[config.mk]
export PLATFORM = sky130hd
export DESIGN_NAME = pcm16_gain_ramp
export DESIGN_NICKNAME = d
export VERILOG_FILES = /design/src/pgr_pkg.sv /design/src/pgr_muldiv.sv /design/src/pcm16_gain_ramp.sv
export SDC_FILE = /design/constraint.sdc
export NUM_CORES = 1
export LEC_CHECK = 0
export BUFFER_PORTS_ARGS = -buffer_cell sky130_fd_sc_hd__buf_2
export CAP_MARGIN = 15
export CORE_AREA = 2 2 208 210
export CTS_CLUSTER_SIZE = 8
export DETAILED_ROUTE_END_ITERATION = 6
export DIE_AREA = 0 0 210 212
export MAX_ROUTING_LAYER = met4
export PLACE_DENSITY = 0.54
export SLEW_MARGIN = 20
export SYNTH_ARGS = -nofsm -noshare
export SYNTH_HDL_FRONTEND = slang
export SYNTH_SLANG_ARGS = --single-unit
[constraint.sdc]
create_clock -name aclk -period 4.66 [get_ports aclk]
set_input_delay 0.932 -clock aclk [delete_from_list [all_inputs] [get_ports aclk]]
set_output_delay 0.932 -clock aclk [all_outputs]
set_load 0.1 [all_outputs]
[src/pgr_pkg.sv]
// ============================================================================
// pgr_pkg: shared types and constants of the PCM16 gain ramp
// Payload structs, state encodings, register indexes and arithmetic widths.
// ============================================================================
`default_nettype none

package pgr_pkg;

    // Unity gain in 1/10000 units and range limits
    localparam int unsigned GAIN_UNITY        = 10000;
    localparam int unsigned MAX_BUFFER_FRAMES = 4096;
    localparam int unsigned MAX_CHANNELS      = 8;

    localparam int unsigned SAMPLE_W = 16;
    localparam int unsigned GAIN_W   = 14;
    localparam int unsigned FRAMES_W = 13;
    localparam int unsigned FPOS_W   = 12;
    localparam int unsigned CPOS_W   = 3;
    localparam int unsigned CHCNT_W  = 4;

    // Serial multiply-divide unit: q = (a * b) / d
    localparam int unsigned MD_A_W   = SAMPLE_W;
    localparam int unsigned MD_B_W   = GAIN_W;
    localparam int unsigned MD_D_W   = GAIN_W;
    localparam int unsigned MD_P_W   = MD_A_W + MD_B_W;
    localparam int unsigned MD_CNT_W = $clog2(MD_P_W);

    // Configuration register indexes
    localparam logic [1:0] CFG_VOLUME_LEVEL  = 2'd0;
    localparam logic [1:0] CFG_PLAYBACK_ON   = 2'd1;
    localparam logic [1:0] CFG_CHANNEL_COUNT = 2'd2;

    typedef struct packed {
        logic signed [SAMPLE_W-1:0] sample_in;
        logic [FRAMES_W-1:0]        buffer_frames;
    } pgr_in_t;

    typedef struct packed {
        logic signed [SAMPLE_W-1:0] sample_out;
        logic                       buffer_last;
    } pgr_out_t;

    typedef struct packed {
        logic [MD_A_W-1:0] a;
        logic [MD_B_W-1:0] b;
        logic [MD_D_W-1:0] d;
    } md_req_t;

    typedef enum logic [1:0] {
        MD_IDLE,
        MD_MUL,
        MD_DIV
    } md_state_t;

    typedef enum logic [2:0] {
        PGR_IDLE,
        PGR_GAIN_GO,
        PGR_GAIN_WAIT,
        PGR_SCALE_GO,
        PGR_SCALE_WAIT,
        PGR_PUSH
    } pgr_state_t;

endpackage

`default_nettype wire

[src/pgr_muldiv.sv]
// ============================================================================
// pgr_muldiv: bit-serial unsigned multiply then divide
// Shift-add multiply, one multiplier bit per cycle, followed by a restoring
// divide, one quotient bit per cycle. Quotient low bits are presented on q.
// ============================================================================
`default_nettype none

module pgr_muldiv (
    input  wire logic                        aclk,
    input  wire logic                        aresetn,
    input  wire logic                        start,
    input  wire pgr_pkg::md_req_t            req,
    output logic                             busy,
    output logic                             done,
    output logic [pgr_pkg::MD_A_W-1:0]       q
);

    localparam int unsigned PW = pgr_pkg::MD_P_W;
    localparam int unsigned AW = pgr_pkg::MD_A_W;
    localparam int unsigned BW = pgr_pkg::MD_B_W;
    localparam int unsigned DW = pgr_pkg::MD_D_W;
    localparam int unsigned CW = pgr_pkg::MD_CNT_W;

    pgr_pkg::md_state_t state_reg, state_next;
    logic [CW-1:0]      cnt_reg;
    logic [AW-1:0]      a_reg;
    logic [DW-1:0]      d_reg;
    logic [PW-1:0]      prod_reg;
    logic [DW-1:0]      rem_reg;
    logic               done_reg;

    logic [AW:0]        mul_sum;
    logic [DW:0]        trial;
    logic               q_bit;
    logic               last_step;

    assign mul_sum = {1'b0, prod_reg[PW-1:BW]} + (prod_reg[0] ? {1'b0, a_reg} : '0);
    assign trial   = {rem_reg, prod_reg[PW-1]};
    assign q_bit   = (trial >= {1'b0, d_reg});

    always_comb begin
        state_next = state_reg;
        last_step  = 1'b0;
        case (state_reg)
            pgr_pkg::MD_IDLE: begin
                if (start) begin
                    state_next = pgr_pkg::MD_MUL;
                end
            end
            pgr_pkg::MD_MUL: begin
                if (cnt_reg == CW'(BW - 1)) begin
                    state_next = pgr_pkg::MD_DIV;
                end
            end
            pgr_pkg::MD_DIV: begin
                if (cnt_reg == CW'(PW - 1)) begin
                    last_step  = 1'b1;
                    state_next = pgr_pkg::MD_IDLE;
                end
            end
            default: begin
                state_next = pgr_pkg::MD_IDLE;
            end
        endcase
    end

    always_ff @(posedge aclk) begin
        if (!aresetn) begin
            state_reg <= pgr_pkg::MD_IDLE;
            done_reg  <= 1'b0;
        end else begin
            state_reg <= state_next;
            done_reg  <= last_step;
        end
    end

    always_ff @(posedge aclk) begin
        case (state_reg)
            pgr_pkg::MD_IDLE: begin
                if (start) begin
                    a_reg    <= req.a;
                    d_reg    <= req.d;
                    prod_reg <= {{AW{1'b0}}, req.b};
                    cnt_reg  <= '0;
                end
            end
            pgr_pkg::MD_MUL: begin
                // add into the upper half, shift the multiplier out the bottom
                prod_reg <= {mul_sum, prod_reg[BW-1:1]};
                rem_reg  <= '0;
                cnt_reg  <= (cnt_reg == CW'(BW - 1)) ? '0 : cnt_reg + 1'b1;
            end
            pgr_pkg::MD_DIV: begin
                rem_reg  <= q_bit ? DW'(trial - {1'b0, d_reg}) : trial[DW-1:0];
                prod_reg <= {prod_reg[PW-2:0], q_bit};
                cnt_reg  <= cnt_reg + 1'b1;
            end
            default: begin
                cnt_reg <= '0;
            end
        endcase
    end

    assign busy = (state_reg != pgr_pkg::MD_IDLE);
    assign done = done_reg;
    assign q    = prod_reg[AW-1:0];

endmodule

`default_nettype wire

[src/pcm16_gain_ramp.sv]
// ============================================================================
// pcm16_gain_ramp: linear per-buffer gain ramp for interleaved PCM16
// Scales each channel sample by a frame gain that ramps from the previous
// buffer's target to the current target across the buffer.
// ============================================================================
// Usage:
//   s_valid/s_ready/s_data carry one interleaved channel sample per
//   transaction together with the buffer length in frames. m_valid/m_ready/
//   m_data return one scaled sample per input transaction, flagged with
//   buffer_last on the final sample of a buffer. cfg_valid/cfg_ready with
//   cfg_index/cfg_data write volume_level, playback_on and channel_count;
//   cfg_ready is always high, writes should land while the block is idle.
// Sequencing:
//   Every multiply and divide runs through one bit-serial unit; each
//   operation takes 14 multiply steps and 30 divide steps, then a handoff.
//   A sample that is not the first channel of a frame uses it once; the
//   first channel of a frame first computes the frame gain, then scales.
//   One item is in flight at a time: the next transaction is accepted only
//   once the finished result has been pushed into the output register.
// Reset and stall:
//   aresetn (synchronous, active low) restores the default registers and
//   starts a fresh buffer with start gain at unity. A finished result sits
//   in the output register; the next input is accepted and processed while
//   it waits, and that next result holds until m_ready frees the register.
// ============================================================================
`default_nettype none

module pcm16_gain_ramp (
    input  wire logic                               aclk,
    input  wire logic                               aresetn,
    input  wire logic                               s_valid,
    output logic                                    s_ready,
    input  wire pgr_pkg::pgr_in_t                   s_data,
    output logic                                    m_valid,
    input  wire logic                               m_ready,
    output pgr_pkg::pgr_out_t                       m_data,
    input  wire logic                               cfg_valid,
    output logic                                    cfg_ready,
    input  wire logic [1:0]                         cfg_index,
    input  wire logic [pgr_pkg::GAIN_W-1:0]         cfg_data
);

    localparam int unsigned GW = pgr_pkg::GAIN_W;
    localparam int unsigned SW = pgr_pkg::SAMPLE_W;
    localparam int unsigned NW = pgr_pkg::FRAMES_W;
    localparam int unsigned FW = pgr_pkg::FPOS_W;
    localparam int unsigned PW = pgr_pkg::CPOS_W;
    localparam int unsigned HW = pgr_pkg::CHCNT_W;

    // ---------------------------------------------------------------- config
    logic [GW-1:0] vol_reg;
    logic          play_reg;
    logic [HW-1:0] chcnt_reg;

    assign cfg_ready = 1'b1;

    always_ff @(posedge aclk) begin
        if (!aresetn) begin
            vol_reg   <= GW'(pgr_pkg::GAIN_UNITY);
            play_reg  <= 1'b1;
            chcnt_reg <= HW'(2);
        end else if (cfg_valid) begin
            case (cfg_index)
                pgr_pkg::CFG_VOLUME_LEVEL:  vol_reg   <= cfg_data;
                pgr_pkg::CFG_PLAYBACK_ON:   play_reg  <= cfg_data[0];
                pgr_pkg::CFG_CHANNEL_COUNT: chcnt_reg <= cfg_data[HW-1:0];
                default: begin
                    // unmapped index: drop the write
                end
            endcase
        end
    end

    // ----------------------------------------------------------- ramp state
    pgr_pkg::pgr_state_t state_reg, state_next;

    logic [GW-1:0] base_gain_reg;
    logic [GW-1:0] goal_gain_reg;
    logic [GW-1:0] frame_gain_reg;
    logic [FW-1:0] frame_pos_reg;
    logic [PW-1:0] chan_pos_reg;

    // per-transaction operands
    logic [SW-1:0] smag_reg;
    logic          sneg_reg;
    logic          last_reg;
    logic [GW-1:0] op_start_reg;
    logic [GW-1:0] dmag_reg;
    logic          dneg_reg;
    logic [NW-1:0] step_reg;
    logic [NW-1:0] n_reg;

    pgr_pkg::pgr_out_t out_reg;
    logic              m_valid_reg;

    logic            accept;
    logic            push;
    logic            frame_start;
    logic [NW-1:0]   n_clamp;
    logic [HW-1:0]   ch_clamp;
    logic [GW-1:0]   vol_sat;
    logic [GW-1:0]   tgt_eff;
    logic [GW:0]     delta;
    logic [NW-1:0]   fpos_inc;
    logic [NW-1:0]   step;
    logic            frame_end;
    logic            buffer_end;
    logic            s_neg;

    // serial unit hookup
    pgr_pkg::md_req_t       md_req;
    logic                   md_start;
    logic                   md_busy;
    logic                   md_done;
    logic [pgr_pkg::MD_A_W-1:0] md_q;

    assign accept = s_valid && s_ready;
    assign s_ready = (state_reg == pgr_pkg::PGR_IDLE);

    // Clamp the frame count and channel count into their legal ranges
    always_comb begin
        if (s_data.buffer_frames == '0) begin
            n_clamp = NW'(1);
        end else if (s_data.buffer_frames > NW'(pgr_pkg::MAX_BUFFER_FRAMES)) begin
            n_clamp = NW'(pgr_pkg::MAX_BUFFER_FRAMES);
        end else begin
            n_clamp = s_data.buffer_frames;
        end

        if (chcnt_reg == '0) begin
            ch_clamp = HW'(1);
        end else if (chcnt_reg > HW'(pgr_pkg::MAX_CHANNELS)) begin
            ch_clamp = HW'(pgr_pkg::MAX_CHANNELS);
        end else begin
            ch_clamp = chcnt_reg;
        end
    end

    assign frame_start = (frame_pos_reg == '0) && (chan_pos_reg == '0);
    assign vol_sat     = (vol_reg > GW'(pgr_pkg::GAIN_UNITY)) ?
                         GW'(pgr_pkg::GAIN_UNITY) : vol_reg;
    // latch a fresh target at the first sample of a buffer
    assign tgt_eff     = frame_start ? (play_reg ? vol_sat : '0) : goal_gain_reg;
    assign delta       = {1'b0, tgt_eff} - {1'b0, base_gain_reg};
    assign fpos_inc    = {1'b0, frame_pos_reg} + 1'b1;
    assign step        = (fpos_inc > n_clamp) ? n_clamp : fpos_inc;
    assign frame_end   = ({{(HW-PW){1'b0}}, chan_pos_reg} + 1'b1) >= ch_clamp;
    assign buffer_end  = frame_end && (fpos_inc >= n_clamp);
    assign s_neg       = s_data.sample_in[SW-1];

    always_ff @(posedge aclk) begin
        if (!aresetn) begin
            base_gain_reg  <= GW'(pgr_pkg::GAIN_UNITY);
            goal_gain_reg  <= '0;
            frame_gain_reg <= '0;
            frame_pos_reg  <= '0;
            chan_pos_reg   <= '0;
        end else begin
            if (accept) begin
                goal_gain_reg <= tgt_eff;
                if (buffer_end) begin
                    // hand the target over as the next buffer's start
                    base_gain_reg <= tgt_eff;
                    frame_pos_reg <= '0;
                    chan_pos_reg  <= '0;
                end else if (frame_end) begin
                    frame_pos_reg <= fpos_inc[FW-1:0];
                    chan_pos_reg  <= '0;
                end else begin
                    chan_pos_reg <= chan_pos_reg + 1'b1;
                end
            end
            if (state_reg == pgr_pkg::PGR_GAIN_WAIT && md_done) begin
                frame_gain_reg <= dneg_reg ? (op_start_reg - md_q[GW-1:0])
                                           : (op_start_reg + md_q[GW-1:0]);
            end
        end
    end

    // capture operands of the accepted transaction
    always_ff @(posedge aclk) begin
        if (accept) begin
            smag_reg     <= s_neg ? SW'(-s_data.sample_in) : SW'(s_data.sample_in);
            sneg_reg     <= s_neg;
            last_reg     <= buffer_end;
            op_start_reg <= base_gain_reg;
            dneg_reg     <= delta[GW];
            dmag_reg     <= delta[GW] ? GW'(-delta) : delta[GW-1:0];
            step_reg     <= step;
            n_reg        <= n_clamp;
        end
    end

    // ------------------------------------------------------------ sequencer
    always_comb begin
        state_next = state_reg;
        md_start   = 1'b0;
        push       = 1'b0;
        case (state_reg)
            pgr_pkg::PGR_IDLE: begin
                if (accept) begin
                    state_next = (chan_pos_reg == '0) ? pgr_pkg::PGR_GAIN_GO
                                                      : pgr_pkg::PGR_SCALE_GO;
                end
            end
            pgr_pkg::PGR_GAIN_GO: begin
                md_start   = 1'b1;
                state_next = pgr_pkg::PGR_GAIN_WAIT;
            end
            pgr_pkg::PGR_GAIN_WAIT: begin
                if (md_done) begin
                    state_next = pgr_pkg::PGR_SCALE_GO;
                end
            end
            pgr_pkg::PGR_SCALE_GO: begin
                md_start   = 1'b1;
                state_next = pgr_pkg::PGR_SCALE_WAIT;
            end
            pgr_pkg::PGR_SCALE_WAIT: begin
                if (md_done) begin
                    state_next = pgr_pkg::PGR_PUSH;
                end
            end
            pgr_pkg::PGR_PUSH: begin
                // hold until the output register is free
                if (!m_valid_reg || m_ready) begin
                    push       = 1'b1;
                    state_next = pgr_pkg::PGR_IDLE;
                end
            end
            default: begin
                state_next = pgr_pkg::PGR_IDLE;
            end
        endcase
    end

    always_ff @(posedge aclk) begin
        if (!aresetn) begin
            state_reg <= pgr_pkg::PGR_IDLE;
        end else begin
            state_reg <= state_next;
        end
    end

    // Frame gain: |delta| * step / n. Sample: |sample| * gain / 10000.
    always_comb begin
        if (state_reg == pgr_pkg::PGR_GAIN_GO) begin
            md_req.a = {{(pgr_pkg::MD_A_W-GW){1'b0}}, dmag_reg};
            md_req.b = {{(pgr_pkg::MD_B_W-NW){1'b0}}, step_reg};
            md_req.d = {{(pgr_pkg::MD_D_W-NW){1'b0}}, n_reg};
        end else begin
            md_req.a = smag_reg;
            md_req.b = frame_gain_reg;
            md_req.d = pgr_pkg::MD_D_W'(pgr_pkg::GAIN_UNITY);
        end
    end

    pgr_muldiv u_muldiv (
        .aclk    (aclk),
        .aresetn (aresetn),
        .start   (md_start),
        .req     (md_req),
        .busy    (md_busy),
        .done    (md_done),
        .q       (md_q)
    );

    // --------------------------------------------------------- output stage
    always_ff @(posedge aclk) begin
        if (!aresetn) begin
            m_valid_reg <= 1'b0;
        end else if (push) begin
            m_valid_reg <= 1'b1;
        end else if (m_ready) begin
            m_valid_reg <= 1'b0;
        end
    end

    always_ff @(posedge aclk) begin
        if (push) begin
            out_reg.sample_out  <= sneg_reg ? SW'(-md_q) : md_q;
            out_reg.buffer_last <= last_reg;
        end
    end

    assign m_valid = m_valid_reg;
    assign m_data  = out_reg;

    // ----------------------------------------------------------- assertions
    a_frame_gain_range: assert property (@(posedge aclk) disable iff (!aresetn)
        frame_gain_reg <= GW'(pgr_pkg::GAIN_UNITY))
        else $error("frame gain above unity");

    a_base_gain_range: assert property (@(posedge aclk) disable iff (!aresetn)
        base_gain_reg <= GW'(pgr_pkg::GAIN_UNITY))
        else $error("start gain above unity");

    a_idle_unit_free: assert property (@(posedge aclk) disable iff (!aresetn)
        (state_reg == pgr_pkg::PGR_IDLE) |-> !md_busy)
        else $error("multiply-divide unit busy while idle");

    a_done_expected: assert property (@(posedge aclk) disable iff (!aresetn)
        md_done |-> (state_reg == pgr_pkg::PGR_GAIN_WAIT ||
                     state_reg == pgr_pkg::PGR_SCALE_WAIT))
        else $error("unexpected multiply-divide completion");

endmodule

`default_nettype wire

==> results.json, run 1 <==
{
  "setup_violations": 0,
  "clk_pin_slew_ps": 50,
  "avgSynthCellArea_sq_um": 9.97,
  "cts_setup_buffers": 0,
  "grt_pass1_wl_um": 53400,
  "viasPerCell": 4.99,
  "vias": 10300,
  "cts_tree": "done",
  "grt_max_degree": 71,
  "crit_chain": "inv_1 -> ha_1 -> nor3b_1 -> nand4_1 -> buf_4 -> o21ai_0 -> ha_1 -> a21o_1 -> a21oi_1 -> nand2_1 -> a31oi_1 -> xnor2_1 -> or4_4 -> nor3_2 -> a31oi_1 -> xnor2_1",
  "final_net_count": 1636,
  "drt_iter0_markers": 550,
  "pin_count": 70,
  "die_x_um": 210,
  "multi_input_area_sq_mm": 0.00705,
  "critical_path.top_delay_family": "simple AND/OR/NAND/NOR gates",
  "grt_pass1_vias": 10100,
  "cellLeakagePower_nw": 6.62,
  "p_total_w": 0.00744,
  "clock_latency_ps": 520,
  "die-area_sq_mm": 0.0445,
  "period_needed_ps": 4270,
  "fin_crit_sh_pct": 91.7,
  "skew_ps": 14.5,
  "drv_cap": 0,
  "yosysSeqAreaShare_pct": 47.2,
  "grt_overflow": 0,
  "post-dp-hpwl_um": 23800,
  "timing.fmax_mhz": 234,
  "cts-hold-fix-buffers": 0,
  "start_util_pct": 33.6,
  "cp-end-kind": "flip-flop",
  "port_buffers": 68,
  "coreArea_sq_mm": 0.0425,
  "cts_buffer_depth": 3,
  "crit_arrival_ps": 4530,
  "ys_seq_elements": 252,
  "async_flop_share_pct": 0,
  "drtAntennaViolNets": 0,
  "post-route-util_pct": 38.5,
  "htreeDepth": 2,
  "synth_cell_types": 67,
  "critPathSlowestCell": "or4_4",
  "final-hold-violation-count": 0,
  "ys.flop_type": "edfxtp_1",
  "antenna_found_initial": 0,
  "status": "completed",
  "layout-drive-gt1-share_pct": 11.4,
  "required_ps": 4910,
  "relSlewSlack_pct": 27.4,
  "synthCells": 1432,
  "r2r_slack_ps": 390,
  "chipHeight_um": 212,
  "synthesis.nets": 1573,
  "largest_register_ffs": 30,
  "track_usage_pct": 15.2,
  "hp-class": "reg2reg",
  "fillers": 4165,
  "yosysWarnings": 0,
  "rsz0062_at_grt": "false",
  "drv_slew": 0,
  "synth-edff-count": 169,
  "ir_drop_v": 0.000213,
  "gp_congestion": 0.837,
  "critical_path_class": "reg2reg",
  "root_buffer": "clkbuf_16",
  "syn_to_final_growth_pct": 14.5,
  "holdWs_ps": 416,
  "regArea_sq_mm": 0.00674,
  "setup_tns_ps": 0,
  "cts_made_buffers": 37,
  "start_kind": "flip-flop",
  "wl_per_cell_um": 15.7,
  "stdcell_area_sq_mm": 0.0164,
  "power.density_mw_per_mm2": 455,
  "max_stage_delay_ps": 540,
  "place_area_sq_mm": 0.0152,
  "drc": 0,
  "cp_num_buf_inv": 2,
  "cp_max_fo": 21,
  "cts_sinks": 252,
  "worst_pin_slew_ps": 1090,
  "netlist_area_sq_mm": 0.0143,
  "dr.pass1.iters": 5,
  "drt_wl_total_um": 32600,
  "fp-row-count": 76
}
==> cell usage after synthesis, types with 3 or more instances <==
cell type  instances  area share (%)
nor3b_1            9            0.47
mux2i_1            8            0.56
edfxtp_1         169              36
o211a_1           12            0.84
mux2_2            19             1.5
a21oi_1           81             2.8
a22oi_1           27             1.4
nor4_1             7            0.31
nor3_1            19            0.67
or3_1             16            0.70
inv_1             76             2.0
o22ai_1            9            0.39
clkbuf_1          59             1.6
xor2_1            38             2.3
o21bai_1           8            0.42
nand4_1            9            0.39
a2111oi_0          3            0.18
nor2b_1           29             1.3
or2_2              3            0.13
nor2_1            78             2.1
a22o_1             4            0.25
o31ai_1            7            0.37
nand2_1          145             3.8
a21o_1            36             1.9
a211oi_1          19             1.0
nand3_1           48             1.7
o21a_1             9            0.47
buf_1              3           0.079
and2_1            52             2.3
a21boi_0          17            0.89
nand2b_1          11            0.48
fa_1               4            0.56
and3_1            10            0.44
o21ai_0           86             3.0
xnor2_1           79             4.8
nand3b_1           7            0.37
a31oi_1           10            0.44
ha_1              87             7.6
dfxtp_1           83              12
==> per-layer routing <==
metal	share of wire, %	track usage (%)	wire length, um
met3	3.4	2.33	1090
met5	0	-	0
met1	50	20.6	16300
met4	2.0	4.28	665
met2	45	23.8	14500
==> what timing repair did <==
action / CTS / global route
endpoints found under the setup margin: 0 / 4
resized for setup: 0 / 3
hold endpoints to repair: 0 / 0
==> cell usage in the layout, fill, tap and decap left out, drive strengths merged, types with 12 or more instances in the layout <==
master,count
edfxtp,169
nand2,145
buf,88
ha,87
o21ai,87
dfxtp,83
a21oi,81
xnor2,79
nor2,78
inv,77
clkbuf,64
and2,52
nand3,48
xor2,38
a21o,36
nor2b,29
a22oi,27
nor3,22
mux2,19
a211oi,19
a21boi,17
or3,17
o211a,12
nand2b,12
==> kinds of logic after synthesis <==
kind of cell	count (synthesis)	synth area share, %
multiplexers	27	2.06
flip-flops	252	47.2
buffers and inverters	141	3.79
other	1	0.0263
adder cells (fa/ha/maj)	91	8.19
XOR/XNOR	117	7.18
AO/OA/AOI/OAI	345	15.5
AND/OR/NAND/NOR	458	16.1
==> stage by stage <==
step                setup WS [ps]  std cells
global route                 5.32       2067
CTS                           332       2067
detailed placement            377       2002
global placement              452       2002
floorplan                     433       1432
finish                        386       2068
==> where the power goes <==
part           internal, W  switching [W]  leakage, nW
logic             0.000860        0.00115         3.83
clock network      0.00157       0.000948        0.527
registers          0.00274       0.000174         2.26
total              0.00517        0.00227         6.62
==> cell type report <==
type                            count  share of cell area, %
Inverter                           77                   1.78
Sequential cell                   252                   41.2
Antenna cell                        1                 0.0153
Clock buffer                       64                   6.67
Tap cell                          546                   4.18
Multi-Input combinational cell   1039                   43.1
Clock inverter                      1                 0.0536
Timing Repair Buffer               88                   3.00
==> worst paths after layout <==
path	start	to	cells after the start
hold reg to reg	last_reg$_DFFE_PP_	m_data[0]$_DFFE_PP_	0
hold / removal	last_reg$_DFFE_PP_	m_data[0]$_DFFE_PP_	0
setup / recovery	frame_pos_reg[1]$_SDFFE_PN0P_	dmag_reg[13]$_DFFE_PP_	16
setup reg to reg	frame_pos_reg[1]$_SDFFE_PN0P_	dmag_reg[13]$_DFFE_PP_	16
==> worst register-to-register path, delay by kind of cell (launching register included) <==
family | cells | cell delay [ps]
buffers and inverters | 2 | 360
and+or+nand+nor | 5 | 1360
adders and majority gates | 2 | 530
DFF | 1 | 350
AOI/OAI and AO/OA | 5 | 1120
xor gates and xnor gates | 2 | 290
Power figures use the tool's default switching activity.
==> run 2, diff against run 1 <==
--- a/config.mk
+++ b/config.mk
@@ -7,13 +7,14 @@
 export LEC_CHECK = 0
 export BUFFER_PORTS_ARGS = -buffer_cell sky130_fd_sc_hd__buf_2
 export CAP_MARGIN = 15
-export CORE_AREA = 2 2 208 210
+export CORE_AREA = 2 2 213 215
 export CTS_CLUSTER_SIZE = 8
 export DETAILED_ROUTE_END_ITERATION = 6
-export DIE_AREA = 0 0 210 212
+export DIE_AREA = 0 0 215 217
 export MAX_ROUTING_LAYER = met4
 export PLACE_DENSITY = 0.54
 export SLEW_MARGIN = 20
 export SYNTH_ARGS = -nofsm -noshare
 export SYNTH_HDL_FRONTEND = slang
+export SYNTH_HIERARCHICAL = 1
 export SYNTH_SLANG_ARGS = --single-unit
==> results.json, run 2 <==
{
  "relSlewSlack_pct": 35.7,
  "post-route-util_pct": 37.7,
  "ys.flop_type": "edfxtp_1",
  "drt_iter0_markers": 609,
  "status": "completed",
  "pin_count": 70,
  "die_x_um": 215,
  "cts_sinks": 252,
  "fp-row-count": 78,
  "critical_path_class": "reg2reg",
  "start_kind": "flip-flop",
  "required_ps": 4940,
  "yosysSeqAreaShare_pct": 45.0,
  "final-hold-violation-count": 0,
  "final_common_cell": "edfxtp_1",
  "avgSynthCellArea_sq_um": 9.67,
  "synth_cell_types": 83,
  "setup_violations": 0,
  "drv_cap": 0,
  "netlist_area_sq_mm": 0.0150,
  "critPathSlowestCell": "fa_1",
  "yosysMostFrequentCell": "edfxtp_1",
  "ys_seq_elements": 252,
  "grt_pass1_vias": 11000,
  "cts_made_buffers": 37,
  "layout_common_cells": "169 x edfxtp_1, 156 x nand2_1, 136 x nor2_1",
  "grt_pass1_wl_um": 58600,
  "dr.pass1.iters": 5,
  "drc": 0,
  "crit_arrival_ps": 4500,
  "drtAntennaViolNets": 0,
  "start_util_pct": 33.5,
  "power.density_mw_per_mm2": 431,
  "die-area_sq_mm": 0.0467,
  "htreeDepth": 2,
  "async_flop_share_pct": 0,
  "clock_latency_ps": 530,
  "wl_per_cell_um": 16.2,
  "critical_path.top_delay_family": "simple AND/OR/NAND/NOR gates",
  "cts_tree": "done",
  "max_stage_delay_ps": 430,
  "vias": 11200,
  "netlist.area_leader.share_pct": 33.9,
  "fillers": 4574,
  "yosysWarnings": 6,
  "clk_pin_slew_ps": 50,
  "fin_crit_sh_pct": 90.5,
  "cp_max_fo": 7,
  "skew_ps": 19.4,
  "yosys-top-cells-area": "edfxtp_1 34%, dfxtp_1 11%, ha_1 7.2%",
  "n_antenna_cell": 0,
  "coreArea_sq_mm": 0.0447,
  "cp_num_buf_inv": 2,
  "period_needed_ps": 4220,
  "setup_tns_ps": 0,
  "synth-edff-count": 169,
  "hp-class": "reg2reg",
  "synthCells": 1548,
  "rsz0062_at_grt": "false",
  "timing.fmax_mhz": 237,
  "viasPerCell": 5.05,
  "port_buffers": 68,
  "grt_overflow": 0,
  "drt_wl_total_um": 36000,
  "cellLeakagePower_nw": 6.52,
  "largest_register_ffs": 30,
  "final_net_count": 1733,
  "antenna_found_initial": 0,
  "yosysTopAreaCell": "edfxtp_1",
  "crit_chain": "inv_1 -> ha_1 -> nor3b_1 -> nand4_1 -> inv_1 -> nand2_1 -> nor2_2 -> a22oi_1 -> ha_1 -> fa_1 -> nand2b_1 -> a21oi_1 -> xor2_1 -> a211oi_4 -> nand3_2 -> nor4b_2 -> a31oi_1 -> xnor2_1",
  "post-dp-hpwl_um": 26000,
  "drv_slew": 0,
  "syn_to_final_growth_pct": 12.6,
  "layout-drive-gt1-share_pct": 11.9,
  "chipHeight_um": 217,
  "worst_pin_slew_ps": 962,
  "ys_top_cells_by_count": "169 x edfxtp_1, 156 x nand2_1, 138 x nor2_1",
  "grt_max_degree": 60,
  "synthesis.nets": 1688,
  "gp_congestion": 0.851,
  "track_usage_pct": 16.0,
  "cp-end-kind": "flip-flop",
  "root_buffer": "clkbuf_16",
  "ir_drop_v": 0.000192,
  "cts_buffer_depth": 3
}
run 2: cell types whose count changed after synthesis, sizes merged, moves of 12 or more:
cell and change:
nor2 +62, a21oi +26, buf +22, and2 -21
o21ai -19, a21boi -14, mux2 +14, xnor2 -13
nand2 +12, nor3 +12, o211a -12
run 2: worst paths after layout:
kind	startpoint	endpoint	slack (ps)	depth (start not counted)
worst min-delay path	last_reg$_DFFE_PP_	m_data[0]$_DFFE_PP_	420	0
worst min register to register	last_reg$_DFFE_PP_	m_data[0]$_DFFE_PP_	420	0
worst max register to register	frame_pos_reg[0]$_SDFFE_PN0P_	dmag_reg[13]$_DFFE_PP_	440	18
worst max-delay path	frame_pos_reg[0]$_SDFFE_PN0P_	dmag_reg[13]$_DFFE_PP_	440	18
run 2: cell families after synthesis:
kind of cell	Yosys count	share of synthesized area, %
buffers and inverters	164	4.81
AO/OA/AOI/OAI	352	15.6
adder cells (fa/ha/maj)	90	7.73
multiplexers	46	3.35
AND/OR/NAND/NOR	550	18.1
XOR/XNOR	93	5.44
flip-flops	252	45.0
other	1	0.0251
run 2: what timing repair did:
| action | CTS | global route |
|---|---|---|
| setup buffers | 0 | 0 |
| setup endpoints to repair | 0 | 8 |
| hold buffers | 0 | 0 |
| resized for setup | 0 | 1 |
run 2: power by group:
group          leakage [nW]  switching (W)  internal [W]
clock                 0.488       0.000952       0.00148
combinational          3.77        0.00118      0.000800
sequential             2.26       0.000141       0.00271
total                  6.52        0.00228       0.00498
run 2: layer usage:
layer,share of wire (%),GRT usage [%],wire length (um),up-vias
met5,0,-,0,-
met4,2.7,5.54,986,0
met3,3.5,2.25,1260,55
met2,45,24.8,16100,184
met1,49,21.6,17700,5279
li1,-,-,-,5673
run 2: per-stage QoR:
stage | hold slack [ps] | std cells | setup WS [ps] | area (sq um) | power, W
floorplan | 400 | 1548 | 37.1 | 15000 | 0.00439
global placement | 407 | 2154 | 412 | 15800 | 0.00484
detailed placement | 421 | 2154 | 312 | 15800 | 0.00487
CTS | 424 | 2218 | 294 | 16800 | 0.00735
global route | 449 | 2218 | 35.7 | 16800 | 0.00769
finish | 420 | 2218 | 442 | 16800 | 0.00726
run 2: cell type report:
type / count / area [sq um] / area share [%]
Multi-Input combinational cell: 1132 / 7530 / 44.7
Timing Repair Buffer: 87 / 483 / 2.87
Tap cell: 600 / 751 / 4.46
Inverter: 83 / 314 / 1.86
Sequential cell: 252 / 6740 / 40.0
Clock buffer: 64 / 1030 / 6.10
==> run 3, diff against run 2 <==
==> constraint.sdc (replaced) <==
create_clock -name aclk -period 4.8 [get_ports aclk]
set_input_delay 0.96 -clock aclk [delete_from_list [all_inputs] [get_ports aclk]]
set_output_delay 0.96 -clock aclk [all_outputs]
set_load 0.1 [all_outputs]
==> results.json, run 3 (same netlist as run 2, synthesis figures left out) <==
{
  "n_antenna_cell": 0,
  "drtAntennaViolNets": 0,
  "fin_crit_sh_pct": 89.7,
  "coreArea_sq_mm": 0.0447,
  "setup_violations": 0,
  "final-hold-violation-count": 0,
  "timing.final.ws_setup_ps": 494,
  "viasPerCell": 5.05,
  "relSlewSlack_pct": 28.7,
  "grt_max_degree": 71,
  "cts_setup_buffers": 0,
  "ctsResizeCount": 0,
  "die_x_um": 215,
  "status": "completed",
  "largest_register_ffs": 30,
  "pin_count": 70,
  "grt_pass1_vias": 10800,
  "cts_buffer_depth": 3,
  "holdWs_ps": 420,
  "track_usage_pct": 15.7,
  "setup_tns_ps": 0,
  "drc": 0,
  "timing.fmax_mhz": 232,
  "cellLeakagePower_nw": 6.55,
  "start_kind": "flip-flop",
  "cts_sinks": 252,
  "power.density_mw_per_mm2": 427,
  "ir_drop_v": 0.000237,
  "critPathSlowestCell": "fa_1",
  "grt_overflow": 0,
  "port_buffers": 68,
  "post-route-util_pct": 37.9,
  "layout_common_cells": "169 x edfxtp_1, 156 x nand2_1, 137 x nor2_1",
  "die-area_sq_mm": 0.0467,
  "cp-end-kind": "flip-flop",
  "clock_latency_ps": 530,
  "gp_congestion": 0.858,
  "p_total_w": 0.00722,
  "cts_tree": "done",
  "wl_per_cell_um": 15.9,
  "start_util_pct": 33.5,
  "clk_pin_slew_ps": 50,
  "cts_made_buffers": 38,
  "cts-hold-fix-buffers": 0,
  "root_buffer": "clkbuf_16",
  "layout-drive-gt1-share_pct": 12.0,
  "syn_to_final_growth_pct": 13.1,
  "crit_arrival_ps": 4570,
  "drv_slew": 0,
  "crit_chain": "inv_1 -> ha_1 -> nor3b_1 -> nand4_1 -> inv_1 -> nand2_1 -> nor2_1 -> a22oi_1 -> ha_1 -> fa_1 -> nand2b_1 -> a21oi_1 -> xor2_1 -> a211oi_4 -> nand4_1 -> nor3b_1 -> a31oi_1 -> xnor2_1",
  "rsz0062_at_grt": "false",
  "post-dp-hpwl_um": 25300,
  "grt_pass1_wl_um": 57600,
  "dr.pass1.iters": 5,
  "max_stage_delay_ps": 430,
  "dp_worst_setup_slack_ps": 469,
  "drt_wl_total_um": 35200,
  "fp-row-count": 78,
  "critical_path.top_delay_family": "simple AND/OR/NAND/NOR gates",
  "final_net_count": 1729,
  "required_ps": 5070,
  "final_common_cell": "edfxtp_1",
  "antenna_found_initial": 0,
  "hp-class": "reg2reg",
  "chipHeight_um": 217,
  "htreeDepth": 2,
  "drt_iter0_markers": 553,
  "cp_max_fo": 7,
  "drv_cap": 0,
  "worst_pin_slew_ps": 1070,
  "fillers": 4539,
  "period_needed_ps": 4310,
  "critical_path_class": "reg2reg",
  "skew_ps": 15.9,
  "cp_num_buf_inv": 2,
  "vias": 11200
}
run 3: power by group:
part	total, W	leakage, nW	switching (W)	internal, W
combinational	0.00190	3.75	0.00113	0.000767
clock	0.00256	0.549	0.000953	0.00160
sequential	0.00277	2.26	0.000138	0.00263
run 3: stage by stage:
step	instances	instance area, sq um
2_1_floorplan	1548	15000
3_3_place_gp	2149	15800
3_5_place_dp	2149	15800
4_1_cts	2217	16900
5_1_grt	2217	16900
6_report	2217	16900
run 3: path summary, 6_finish.rpt:
path,startpoint,to,slack [ps],cells past startpoint
min reg2reg,last_reg$_DFFE_PP_,m_data[0]$_DFFE_PP_,420,0
max reg2reg,frame_pos_reg[0]$_SDFFE_PN0P_,dmag_reg[12]$_DFFE_PP_,490,18
min,last_reg$_DFFE_PP_,m_data[0]$_DFFE_PP_,420,0
max,frame_pos_reg[0]$_SDFFE_PN0P_,dmag_reg[12]$_DFFE_PP_,490,18
run 3: layout make-up:
| type | count | area [sq um] | share of cell area (%) |
|---|---|---|---|
| well taps | 600 | 751 | 4.43 |
| clock buffers | 66 | 1110 | 6.54 |
| flip-flops and latches | 252 | 6740 | 39.8 |
| inverters | 83 | 313 | 1.85 |
| clock inverters | 2 | 38.8 | 0.229 |
| multi-input cells | 1132 | 7540 | 44.5 |
| repair buffers | 82 | 445 | 2.63 |
run 3: metal layers:
metal  GRT usage (%)  share of wire [%]  routed length (um)
met1            21.3                 49               17300
met2            23.9                 44               15700
met3            2.19                3.8                1320
met4            5.43                2.6                 918
met5               -                  0                   0
